===== src/rtl/core/fsc_pkg.sv =====
package fsc_pkg;

    localparam int unsigned CFG_IDX_W  = 8;
    localparam int unsigned CFG_DATA_W = 16;
    localparam int unsigned PERIOD_IN_W = 16;

    typedef enum logic [CFG_IDX_W-1:0] {
        REG_SETPOINT      = 8'd0,
        REG_GAIN_PROP     = 8'd1,
        REG_GAIN_INTEGRAL = 8'd2,
        REG_GAIN_DERIV    = 8'd3
    } cfg_reg_t;

    localparam logic [15:0] SETPOINT_RST      = 16'd1000;
    localparam logic [15:0] GAIN_PROP_RST     = 16'd1024;
    localparam logic [15:0] GAIN_INTEGRAL_RST = 16'd64;
    localparam logic [15:0] GAIN_DERIV_RST    = 16'd77;

    // 62500 ticks/s * 60 s/min
    localparam int unsigned NUM_W = 22;
    localparam logic [NUM_W-1:0] SPEED_NUM = 22'd3750000;
    localparam logic [15:0] SPEED_MAX = 16'hFFFF;

    // +/-50 in Q8.8
    localparam logic signed [15:0] I_LIMIT = 16'sd12800;

    // 0.0853 ~= 5590 / 65536
    localparam logic [15:0] SCOPE_MUL = 16'd5590;
    localparam logic [7:0]  LEVEL_MAX = 8'hFF;
    // smallest speed whose scope level saturates
    localparam logic [15:0] SCOPE_SAT_SPEED = 16'd2990;

    localparam int unsigned OUT_W = 32;

endpackage


===== src/rtl/core/fan_speed_pid_controller_top.sv =====
// PID fan speed controller.
// s_ channel: one request per control tick, s_tdata = period_ticks, the
// tachometer period in 62.5 kHz timer ticks (low PERIOD_BITS bits used).
// m_ channel: one result per request; m_tdata holds pwm_duty, speed_rpm and
// scope_level. cfg_ channel: register writes (index 0 setpoint, 1 kp, 2 ki,
// 3 kd; other indexes ignored), always ready; the user must write only while
// the block is idle, which the block itself does not enforce.
// Steps after a request is taken: the bit-per-cycle restoring divider for
// the speed, error and error sum, four passes through one shared 17x33
// multiplier (ki*sum, kp*e, kd*de, speed scaling) and formatting the result.
// A new request is taken only once the previous one is done;
// s_tready is low while a request is being worked on.
// The result sits in an output register; a new request is taken while it
// waits. If the receiver stalls, the next finished result waits in the
// last step until the register frees up.
// Reset (aresetn low, synchronous) restores the register defaults, clears
// the previous error and the error sum, and drops m_tvalid.
module fan_speed_pid_controller_top #(
    parameter int unsigned PERIOD_BITS = 16
) (
    input  logic                            aclk,
    input  logic                            aresetn,
    input  logic                            s_tvalid,
    output logic                            s_tready,
    input  logic [fsc_pkg::PERIOD_IN_W-1:0] s_tdata,   // [15:0] period_ticks
    output logic                            m_tvalid,
    input  logic                            m_tready,
    // [7:0] pwm_duty, [23:8] speed_rpm, [31:24] scope_level
    output logic [fsc_pkg::OUT_W-1:0]       m_tdata,
    input  logic                            cfg_valid,
    output logic                            cfg_ready,
    input  logic [fsc_pkg::CFG_IDX_W-1:0]   cfg_index,
    input  logic [fsc_pkg::CFG_DATA_W-1:0]  cfg_data
);
    import fsc_pkg::*;

    localparam int unsigned PW     = (PERIOD_BITS < PERIOD_IN_W) ? PERIOD_BITS : PERIOD_IN_W;
    localparam int unsigned DW     = PW + 3;
    localparam int unsigned CNT_W  = $clog2(NUM_W);
    localparam int unsigned PROD_W = 50;
    localparam int unsigned ACC_W  = 40;
    localparam logic signed [PROD_W-1:0] I_HI = PROD_W'(I_LIMIT);
    localparam logic signed [PROD_W-1:0] I_LO = -I_HI;

    typedef enum logic [2:0] {
        ST_IDLE, ST_DIV, ST_ERR, ST_SUM, ST_MUL_I, ST_MUL_P, ST_MUL_D, ST_DONE
    } state_t;

    state_t state_reg;

    logic [15:0] setpoint_reg, kp_reg, ki_reg, kd_reg;
    logic signed [17:0] last_error_reg;
    logic signed [31:0] error_sum_reg;

    logic [DW-1:0]      div_reg, rem_reg;
    logic [NUM_W-1:0]   quo_reg;
    logic               zero_reg;
    logic [CNT_W-1:0]   cnt_reg;
    logic [15:0]        speed_reg;
    logic signed [17:0] err_reg;
    logic signed [18:0] diff_reg;
    logic signed [PROD_W-1:0] prod_reg;
    logic signed [ACC_W-1:0]  acc_reg;
    logic               m_tvalid_reg;
    logic [OUT_W-1:0]   m_tdata_reg;
    logic               mul_s_done_reg;

    logic [PW-1:0]      period;
    logic [DW:0]        trial, trial_sub;
    logic               trial_ge;
    logic [15:0]        speed_c;
    logic signed [17:0] err_c;
    logic signed [18:0] diff_c;
    logic               same_sign;
    logic signed [32:0] sum_c;
    logic signed [31:0] sum_sat;
    logic signed [16:0] mul_a;
    logic signed [32:0] mul_b;
    logic signed [PROD_W-1:0] mul_p;
    logic signed [PROD_W-1:0] iterm_c;
    logic [7:0]         duty_c, level_c;
    logic               out_free;

    assign period    = s_tdata[PW-1:0];
    assign trial     = {rem_reg, quo_reg[NUM_W-1]};
    assign trial_sub = trial - {1'b0, div_reg};
    assign trial_ge  = (trial >= {1'b0, div_reg});

    assign speed_c = (zero_reg || (|quo_reg[NUM_W-1:16])) ? SPEED_MAX : quo_reg[15:0];
    assign err_c   = $signed({2'b00, setpoint_reg}) - $signed({2'b00, speed_c});
    assign diff_c  = {err_c[17], err_c} - {last_error_reg[17], last_error_reg};

    assign same_sign = ((err_reg > 0) && (last_error_reg > 0)) ||
                       ((err_reg < 0) && (last_error_reg < 0));
    assign sum_c = {error_sum_reg[31], error_sum_reg} + 33'(err_reg);

    always_comb begin
        if (sum_c[32] != sum_c[31]) begin
            sum_sat = sum_c[32] ? {1'b1, 31'd0} : {1'b0, {31{1'b1}}};
        end else begin
            sum_sat = sum_c[31:0];
        end
    end

    always_comb begin
        case (state_reg)
            ST_MUL_I: begin
                mul_a = {1'b0, ki_reg};
                mul_b = 33'(error_sum_reg);
            end
            ST_MUL_P: begin
                mul_a = {1'b0, kp_reg};
                mul_b = 33'(err_reg);
            end
            ST_MUL_D: begin
                mul_a = {1'b0, kd_reg};
                mul_b = 33'(diff_reg);
            end
            ST_DONE: begin
                mul_a = {1'b0, SCOPE_MUL};
                mul_b = {17'd0, speed_reg};
            end
            default: begin
                mul_a = '0;
                mul_b = '0;
            end
        endcase
    end

    assign mul_p = mul_a * mul_b;

    always_comb begin
        if (prod_reg > I_HI) begin
            iterm_c = I_HI;
        end else if (prod_reg < I_LO) begin
            iterm_c = I_LO;
        end else begin
            iterm_c = prod_reg;
        end
    end

    always_comb begin
        if (acc_reg < 0) begin
            duty_c = '0;
        end else if (|acc_reg[ACC_W-1:16]) begin
            duty_c = LEVEL_MAX;
        end else begin
            duty_c = acc_reg[15:8];
        end
    end

    assign level_c  = (|prod_reg[PROD_W-1:24]) ? LEVEL_MAX : prod_reg[23:16];
    assign out_free = !m_tvalid_reg || m_tready;

    always_ff @(posedge aclk) begin
        if (!aresetn) begin
            state_reg      <= ST_IDLE;
            setpoint_reg   <= SETPOINT_RST;
            kp_reg         <= GAIN_PROP_RST;
            ki_reg         <= GAIN_INTEGRAL_RST;
            kd_reg         <= GAIN_DERIV_RST;
            last_error_reg <= '0;
            error_sum_reg  <= '0;
            cnt_reg        <= '0;
            m_tvalid_reg   <= 1'b0;
            mul_s_done_reg <= 1'b0;
        end else begin
            if (cfg_valid) begin
                case (cfg_index)
                    REG_SETPOINT:      setpoint_reg <= cfg_data;
                    REG_GAIN_PROP:     kp_reg       <= cfg_data;
                    REG_GAIN_INTEGRAL: ki_reg       <= cfg_data;
                    REG_GAIN_DERIV:    kd_reg       <= cfg_data;
                    default: ;
                endcase
            end

            // a result loaded in this cycle keeps m_tvalid high
            if (m_tvalid_reg && m_tready &&
                !(state_reg == ST_DONE && mul_s_done_reg)) begin
                m_tvalid_reg <= 1'b0;
            end

            case (state_reg)
                ST_IDLE: begin
                    if (s_tvalid) begin
                        div_reg   <= {period, 3'b000} - {3'b000, period};
                        zero_reg  <= (period == '0);
                        rem_reg   <= '0;
                        quo_reg   <= SPEED_NUM;
                        cnt_reg   <= '0;
                        state_reg <= ST_DIV;
                    end
                end
                ST_DIV: begin
                    rem_reg <= trial_ge ? trial_sub[DW-1:0] : trial[DW-1:0];
                    quo_reg <= {quo_reg[NUM_W-2:0], trial_ge};
                    if (cnt_reg == CNT_W'(NUM_W - 1)) begin
                        state_reg <= ST_ERR;
                    end else begin
                        cnt_reg <= cnt_reg + 1'b1;
                    end
                end
                ST_ERR: begin
                    speed_reg <= speed_c;
                    err_reg   <= err_c;
                    diff_reg  <= diff_c;
                    state_reg <= ST_SUM;
                end
                ST_SUM: begin
                    error_sum_reg  <= same_sign ? sum_sat : '0;
                    last_error_reg <= err_reg;
                    state_reg      <= ST_MUL_I;
                end
                ST_MUL_I: begin
                    prod_reg  <= mul_p;
                    state_reg <= ST_MUL_P;
                end
                ST_MUL_P: begin
                    acc_reg   <= iterm_c[ACC_W-1:0];
                    prod_reg  <= mul_p;
                    state_reg <= ST_MUL_D;
                end
                ST_MUL_D: begin
                    acc_reg        <= acc_reg + prod_reg[ACC_W-1:0];
                    prod_reg       <= mul_p;
                    mul_s_done_reg <= 1'b0;
                    state_reg      <= ST_DONE;
                end
                ST_DONE: begin
                    if (!mul_s_done_reg) begin
                        acc_reg        <= acc_reg + prod_reg[ACC_W-1:0];
                        prod_reg       <= mul_p;
                        mul_s_done_reg <= 1'b1;
                    end else if (out_free) begin
                        m_tdata_reg  <= {level_c, speed_reg, duty_c};
                        m_tvalid_reg <= 1'b1;
                        state_reg    <= ST_IDLE;
                    end
                end
                default: begin
                    state_reg <= ST_IDLE;
                end
            endcase
        end
    end

    assign s_tready  = (state_reg == ST_IDLE);
    assign m_tvalid  = m_tvalid_reg;
    assign m_tdata   = m_tdata_reg;
    assign cfg_ready = 1'b1;

endmodule


===== config.mk =====
export PLATFORM = sky130hd
export DESIGN_NAME = fan_speed_pid_controller_top
export DESIGN_NICKNAME = d
export VERILOG_FILES = /design/src/rtl/core/fsc_pkg.sv /design/src/rtl/core/fan_speed_pid_controller_top.sv
export SDC_FILE = /design/constraint.sdc
export NUM_CORES = 2
export LEC_CHECK = 0
export ABC_AREA = 1
export BUFFER_PORTS_ARGS = -buffer_cell sky130_fd_sc_hd__buf_2
export CORE_MARGIN = 3
export CORE_UTILIZATION = 65
export DETAILED_ROUTE_END_ITERATION = 6
export GPL_TIMING_DRIVEN = 0
export HOLD_SLACK_MARGIN = 0.12
export PLACE_DENSITY = 0.9
export REMOVE_ABC_BUFFERS = 1
export SYNTH_ARGS = -nofsm -noshare
export SYNTH_HDL_FRONTEND = slang
export SYNTH_SLANG_ARGS = --single-unit

===== constraint.sdc =====
create_clock -name aclk -period 8.2 [get_ports aclk]
set_input_delay 0.41 -clock aclk [delete_from_list [all_inputs] [get_ports aclk]]
set_output_delay 0.41 -clock aclk [all_outputs]
set_load 0.03 [all_outputs]

# [After elaboration in Yosys (flattened, before gate mapping)]
# Index checks and enable logic that the tools add are counted.
[word_totals] regBits=358 output_inout_bits=35
[classes] addsub=7 multipliers=1 n_lt_le_gt_ge=8 eq_ne=18 mux=31 n_reduce_logical=33
[op_table] op="case mux 33 bit (4 select lines)" count=1
[op_table] op="2-to-1 mux 40 bit" count=3
[op_table] op="case mux 40 bit (3 select lines)" count=1
[op_table] op="case mux 50 bit (2 select lines)" count=1
[op_table] op="2-to-1 mux 32 bit" count=3
[op_table] op="case mux 16 bit (4 select lines)" count=1
[op_table] op="> comparator 50 x 15 -> 1 bit (second input constant)" count=1
[op_table] op="less-than comparator 50 x 15 -> 1 bit (second input constant)" count=1
[op_table] op="multiplier 17 x 33 -> 50 bit" count=1
[op_table] op="2-to-1 mux 50 bit" count=1
[op_table] op="case mux 22 bit (2 select lines)" count=1
[op_table] op="adder 40 bit" count=1
[op_table] op="less-than comparator 40 x 1 -> 1 bit (second input constant)" count=1
[op_table] op="2-to-1 mux 19 bit" count=2
[op_table] op="case mux 19 bit (2 select lines)" count=1
[op_table] op="> comparator 17 x 1 -> 1 bit (second input constant)" count=2
[op_table] op="less-than comparator 17 x 1 -> 1 bit (second input constant)" count=2
[op_table] op="adder 32 x 17 -> 33 bit" count=1
[op_table] op="OR reduction 26 bit" count=1
[op_table] op="case mux 3 bit (8 select lines)" count=1
[op_table] op="OR reduction 24 bit" count=1
[op_table] op="2-to-1 mux 22 bit" count=1
[op_table] op="greater-or-equal comparator 20 x 19 -> 1 bit" count=1
[op_table] op="subtractor 19 x 16 -> 19 bit" count=1
[op_table] op="32 further kinds" count=67

# [Depth between registers and ports, before layout]
[logic_depth] word_depth=8 ltp_mapped=35

# [Worst setup path after synthesis]
# Ideal clock, no wire load.
[synth_timing] kind="flip-flop to flip-flop" startpoint="reg state_reg[0]" endpoint="reg prod_reg[49], data pin" t_arrival_ns=6.491 path_slack_ns=1.457 stages_incl_launch_ff=30 period_less_slack_ns=6.743 path_cell_list="dfxtp_1 inv_1 ha_1 nand2_1 inv_2 nand2_1 o21ai_1 a21oi_1 inv_1 clkbuf_1 nand2_1 inv_1 fa_1 inv_1 fa_1 inv_1 fa_1 inv_1 fa_1 inv_1 fa_1 fa_1 ha_1 a21oi_1 nor3_1 a211oi_1 nand2_1 a21oi_1 a21o_1 nand2_1"
[synth_via] elab_chain_cells=5 elab_cells_between_ends=10 cone_classes="1 x mul; 4 x eq/ne; 4 x mux; 1 x reduce/logical"
[synth_lines] element="from (decl)" line="fan_speed_pid_controller_top.sv:49" text="state_t state_reg;"
[synth_lines] element="from (signal assigned)" line="fan_speed_pid_controller_top.sv:157" text="state_reg <= ST_IDLE;"
[synth_lines] element="from (signal assigned)" line="fan_speed_pid_controller_top.sv:192" text="state_reg <= ST_DIV;"
[synth_lines] element="from (signal assigned)" line="fan_speed_pid_controller_top.sv:199" text="state_reg <= ST_ERR;"
[synth_lines] element="equality test 3 bit" line="fan_speed_pid_controller_top.sv:106" text="case (state_reg)"
[synth_lines] element="case mux 16 bit (4 select lines) or case mux 33 bit (4 select lines) (tied branches)" line="fan_speed_pid_controller_top.sv:106"
[synth_lines] element="multiplier 17 x 33 -> 50 bit *" line="fan_speed_pid_controller_top.sv:130" text="assign mul_p = mul_a * mul_b;"
[synth_lines] element="net mul_p[49]" line="fan_speed_pid_controller_top.sv:79" text="logic signed [PROD_W-1:0] mul_p;"
[synth_lines] element="2-to-1 mux 50 bit" line="fan_speed_pid_controller_top.sv:231" text="if (!mul_s_done_reg) begin"
[synth_lines] element="case mux 50 bit (2 select lines) *" line="fan_speed_pid_controller_top.sv:184" text="case (state_reg)"
[synth_lines] element="to (signal assigned)" line="fan_speed_pid_controller_top.sv:221" text="prod_reg <= mul_p;"
[synth_lines] element="to (signal assigned)" line="fan_speed_pid_controller_top.sv:226" text="prod_reg <= mul_p;"
[synth_lines] element="to (signal assigned)" line="fan_speed_pid_controller_top.sv:233" text="prod_reg <= mul_p;"
[synth_lines] element="to (decl)" line="fan_speed_pid_controller_top.sv:62" text="logic signed [PROD_W-1:0] prod_reg;"
# The timed path passes the listed nets; every way through them passes the cells marked *. The select of a mux whose other input is x is not followed.
# A chain may end at the register's enable or synchronous reset.

# [Worst setup path after layout]
[layout_timing] startpoint="reg state_reg[0]" endpoint="reg prod_reg[25], data pin"
# Same word-level chain as after synthesis.

==> flow_summary_export.csv <==
group,metric,value,unit
synth,avgSynthCellArea,7.936,µm²
timing,period_needed,8016,ps
outcome,status,"finished with violations",
route,vias,36250,
placed_design,dp_hpwl,90.79,mm
timing,maxSlewHeadroom,15.65,%
synth,ys_types,55,
synth,synthCells,5115,
layout,syn_to_final_growth,8.923,%
synth,netlist.area_leader.share,24.56,%
power_and_ir_drop,p_leak,21.77,nW
placed_design,dpl.cell_count,5894,
layout,finalNetCount,6008,
timing,slew_viol_final,0,
outcome,violations,"design-rule violations",
placed_design,port_buffers,78,
flow_run,cap_viol_max_count,0,
clock_network,clock_latency,630,ps
floorplan,dieArea,0.06549,mm²
clock_network,cts_root_buf,"clkbuf_16",
route,drc,3,
layout,fillers,4361,
synth,synthMuxAreaShare,0,%
power_and_ir_drop,total_power,5.587,mW
clock_network,clk_path_buf_depth,3,
worst_hold_path,hp-class,"primary input to register",
setup_path,cp.arrival,8340,ps
setup_path,crit_type,"register to register",
synth,ys.flop_type,"edfxtp_1",
setup_path,cp-start-kind,"register",
global_route,grt_max_degree,56,
floorplan,start_util,66.51,%
synth,synth_area_leaders,"fa_1 (25%), edfxtp_1 (17%), inv_1 (10%), nand2_1 (9.7%), ha_1 (8.0%)",
clock_network,clk_pin_slew,60,ps
layout,drive_above_1_share,8.212,%
synth,synth-simple-area-share,18.71,%
synth,synth_edf_count,234,
setup_path,slowest_stage,"a31oi_1",
timing,tightest_slew,1264,ps
setup_path,worst-path-stages,30,
floorplan,core_area,0.06103,mm²
placed_design,placed_area,0.04168,mm²
power_and_ir_drop,p_per_area,126.4,mW/mm²
global_route,grt_pass1_vias,36450,
global_route,track_usage,36.22,%
setup_path,crit_required,8520,ps
synth,synthArstFlopShare,0,%
power_and_ir_drop,peakVddDrop,224.1,µV
floorplan,fp-row-count,90,
synth,synthesis.area,0.04059,mm²
timing,fin_crit_sh,97.75,%
timing,skew,46.90,ps
setup_path,cp_top_family,"adder cells",
global_route,grt_pass1_wl,188.9,mm
global_route,overflow,0,
synth,synth_common_cells,"inv_1 (1,134), nand2_1 (1,047), fa_1 (498)",
clock_network,numCtsBuffers,40,
setup_path,r2r_cells,30,
route,dr.pass1.iters,7,
timing,finalSetupViolCount,0,
route,wirelength,123.8,mm
route,postRouteAntennaNets,0,
synth,ys_seq_elements,357,
route,drt-initial-drc-count,4411,
synth,synth_seq_area_share,23.38,%
layout,largest_register_ff_count,50,
route,wl_per_cell,20.42,µm
clock_network,cts_max_level,2,
floorplan,die_height,255.9,µm
synth,synth_compound_area_share,10.25,%
global_route,grt_antenna_before_repair,1,
floorplan,chipWidth,255.9,µm
setup_path,critPathBufInv,10,
layout,final_cell_area,0.04422,mm²
setup_path,cp_common_cell,"inv_1",
placed_design,pre_cts_ws,-1675,ps
clock_network,cts.sinks,357,
placed_design,place.gp.congestion,0.9965,
layout,seq_area,0.009490,mm²
layout,utilization,72.45,%
layout,fin_cells,6064,
route,viasPerCell,5.978,
layout,antenna_cells,0,
setup_path,end_kind,"register",
synth,synthAdderAreaFrac,32.60,%
clock_network,cts_tree,"built",
synth,synth_xor_area_share,2.870,%
layout,multiInputGateArea,0.02660,mm²
synth,yosysMostFrequentCell,"inv_1",
synth,synth_top_area_cell,"fa_1",
synth,synth_top_family_by_area,"adder cells",
setup_path,path_max_fanout,14,
setup_path,max_stage_delay,680,ps
timing,finalWorstSetupSlack,184.4,ps
timing,hold_violations,0,
timing,max_freq,124.8,MHz
floorplan,pin_count,80,
synth,yosys_warnings,0,
timing,rsz0062_at_grt,"true",
worst_hold_path,hold_depth,3,
final timing paths:
path	startpoint	endpoint	slack [ps]
max	state_reg[0]	prod_reg[25]	180
min	cfg_data[7]	ki_reg[7]	140
max reg2reg	state_reg[0]	prod_reg[25]	180
min reg2reg	kp_reg[2]	kp_reg[2]	470
stage by stage:
| step | setup TNS [ps] | hold WS, ps |
|---|---|---|
| finish | 0 | 135.5 |
| floorplan | 0 | 423.9 |
| global placement | -74260 | 448.1 |
| detailed placement | -50690 | 454.3 |
| global route | -460.2 | 147.9 |
| CTS | 0 | 125.0 |
where the power goes:
group / leakage [nW] / switching [mW] / internal (mW)
combinational: 18.0 / 1.05 / 0.483
clock: 0.634 / 0.820 / 1.02
sequential: 3.10 / 0.0931 / 2.12
total: 21.8 / 1.96 / 3.63
repair_timing:
item,CTS,global route
cloned,4,6
endpoints found under the setup margin,41,33
resized for setup,48,54
hold buffers,6,0
setup buffers,16,62
pin swaps,2,10
endpoints found under the hold margin,7,0
worst reg2reg max path: cells and delay by family, from the launching register on:
kind,cells,cell delay (ps)
adders and majority gates,8,3790
buffers and inverters,10,1020
DFF,1,340
AOI/OAI and AO/OA,7,1840
and+or+nand+nor,4,540
xor gates and xnor gates,1,180
cell usage in the layout (no fill, tap or decap), drive strengths merged, types with 3 or more instances in the layout:
| cell | instances |
|---|---|
| a31oi | 31 |
| o21a | 4 |
| a21oi | 330 |
| ha | 261 |
| nand3b | 9 |
| a22o | 16 |
| dlygate4sd3 | 6 |
| xnor2 | 58 |
| buf | 169 |
| clkinv | 18 |
| clkbuf | 49 |
| inv | 1135 |
| nand4 | 46 |
| o221ai | 3 |
| a21boi | 13 |
| nand2 | 1085 |
| nand3 | 139 |
| a211oi | 37 |
| clkinvlp | 27 |
| o21bai | 20 |
| o211ai | 14 |
| o21ai | 219 |
| or4 | 3 |
| a21o | 21 |
| and3 | 5 |
| edfxtp | 234 |
| nor2 | 490 |
| nor3 | 40 |
| or2 | 16 |
| fa | 498 |
| dfxtp | 123 |
| o22ai | 9 |
| xor2 | 75 |
| nor4 | 21 |
cell type report:
cell class | count | share of cell area (%)
repair inverters | 5 | 0.07923
inverters | 1152 | 9.955
clock buffers | 49 | 2.456
clock inverters | 25 | 0.5688
repair buffers | 175 | 2.985
flip-flops and latches | 357 | 21.46
multi-input cells | 3473 | 60.15
well taps | 828 | 2.343
kinds of logic after synthesis:
| kind of cell | after synthesis |
|---|---|
| fa+ha+maj | 759 |
| compound gates | 721 |
| other cells | 1 |
| flops | 357 |
| xor+xnor | 133 |
| buf+inv | 1290 |
| simple gates | 1854 |
metal layers:
layer / vias up / GRT usage, % / share of wire (%)
li1: 16070 / - / -
met4: 6 / 19.61 / 7.0
met1: 17230 / 44.10 / 35
met3: 681 / 10.61 / 13
met5: - / 0 / 0.027
met2: 2265 / 58.38 / 45
Power figures use the tool's default switching activity.
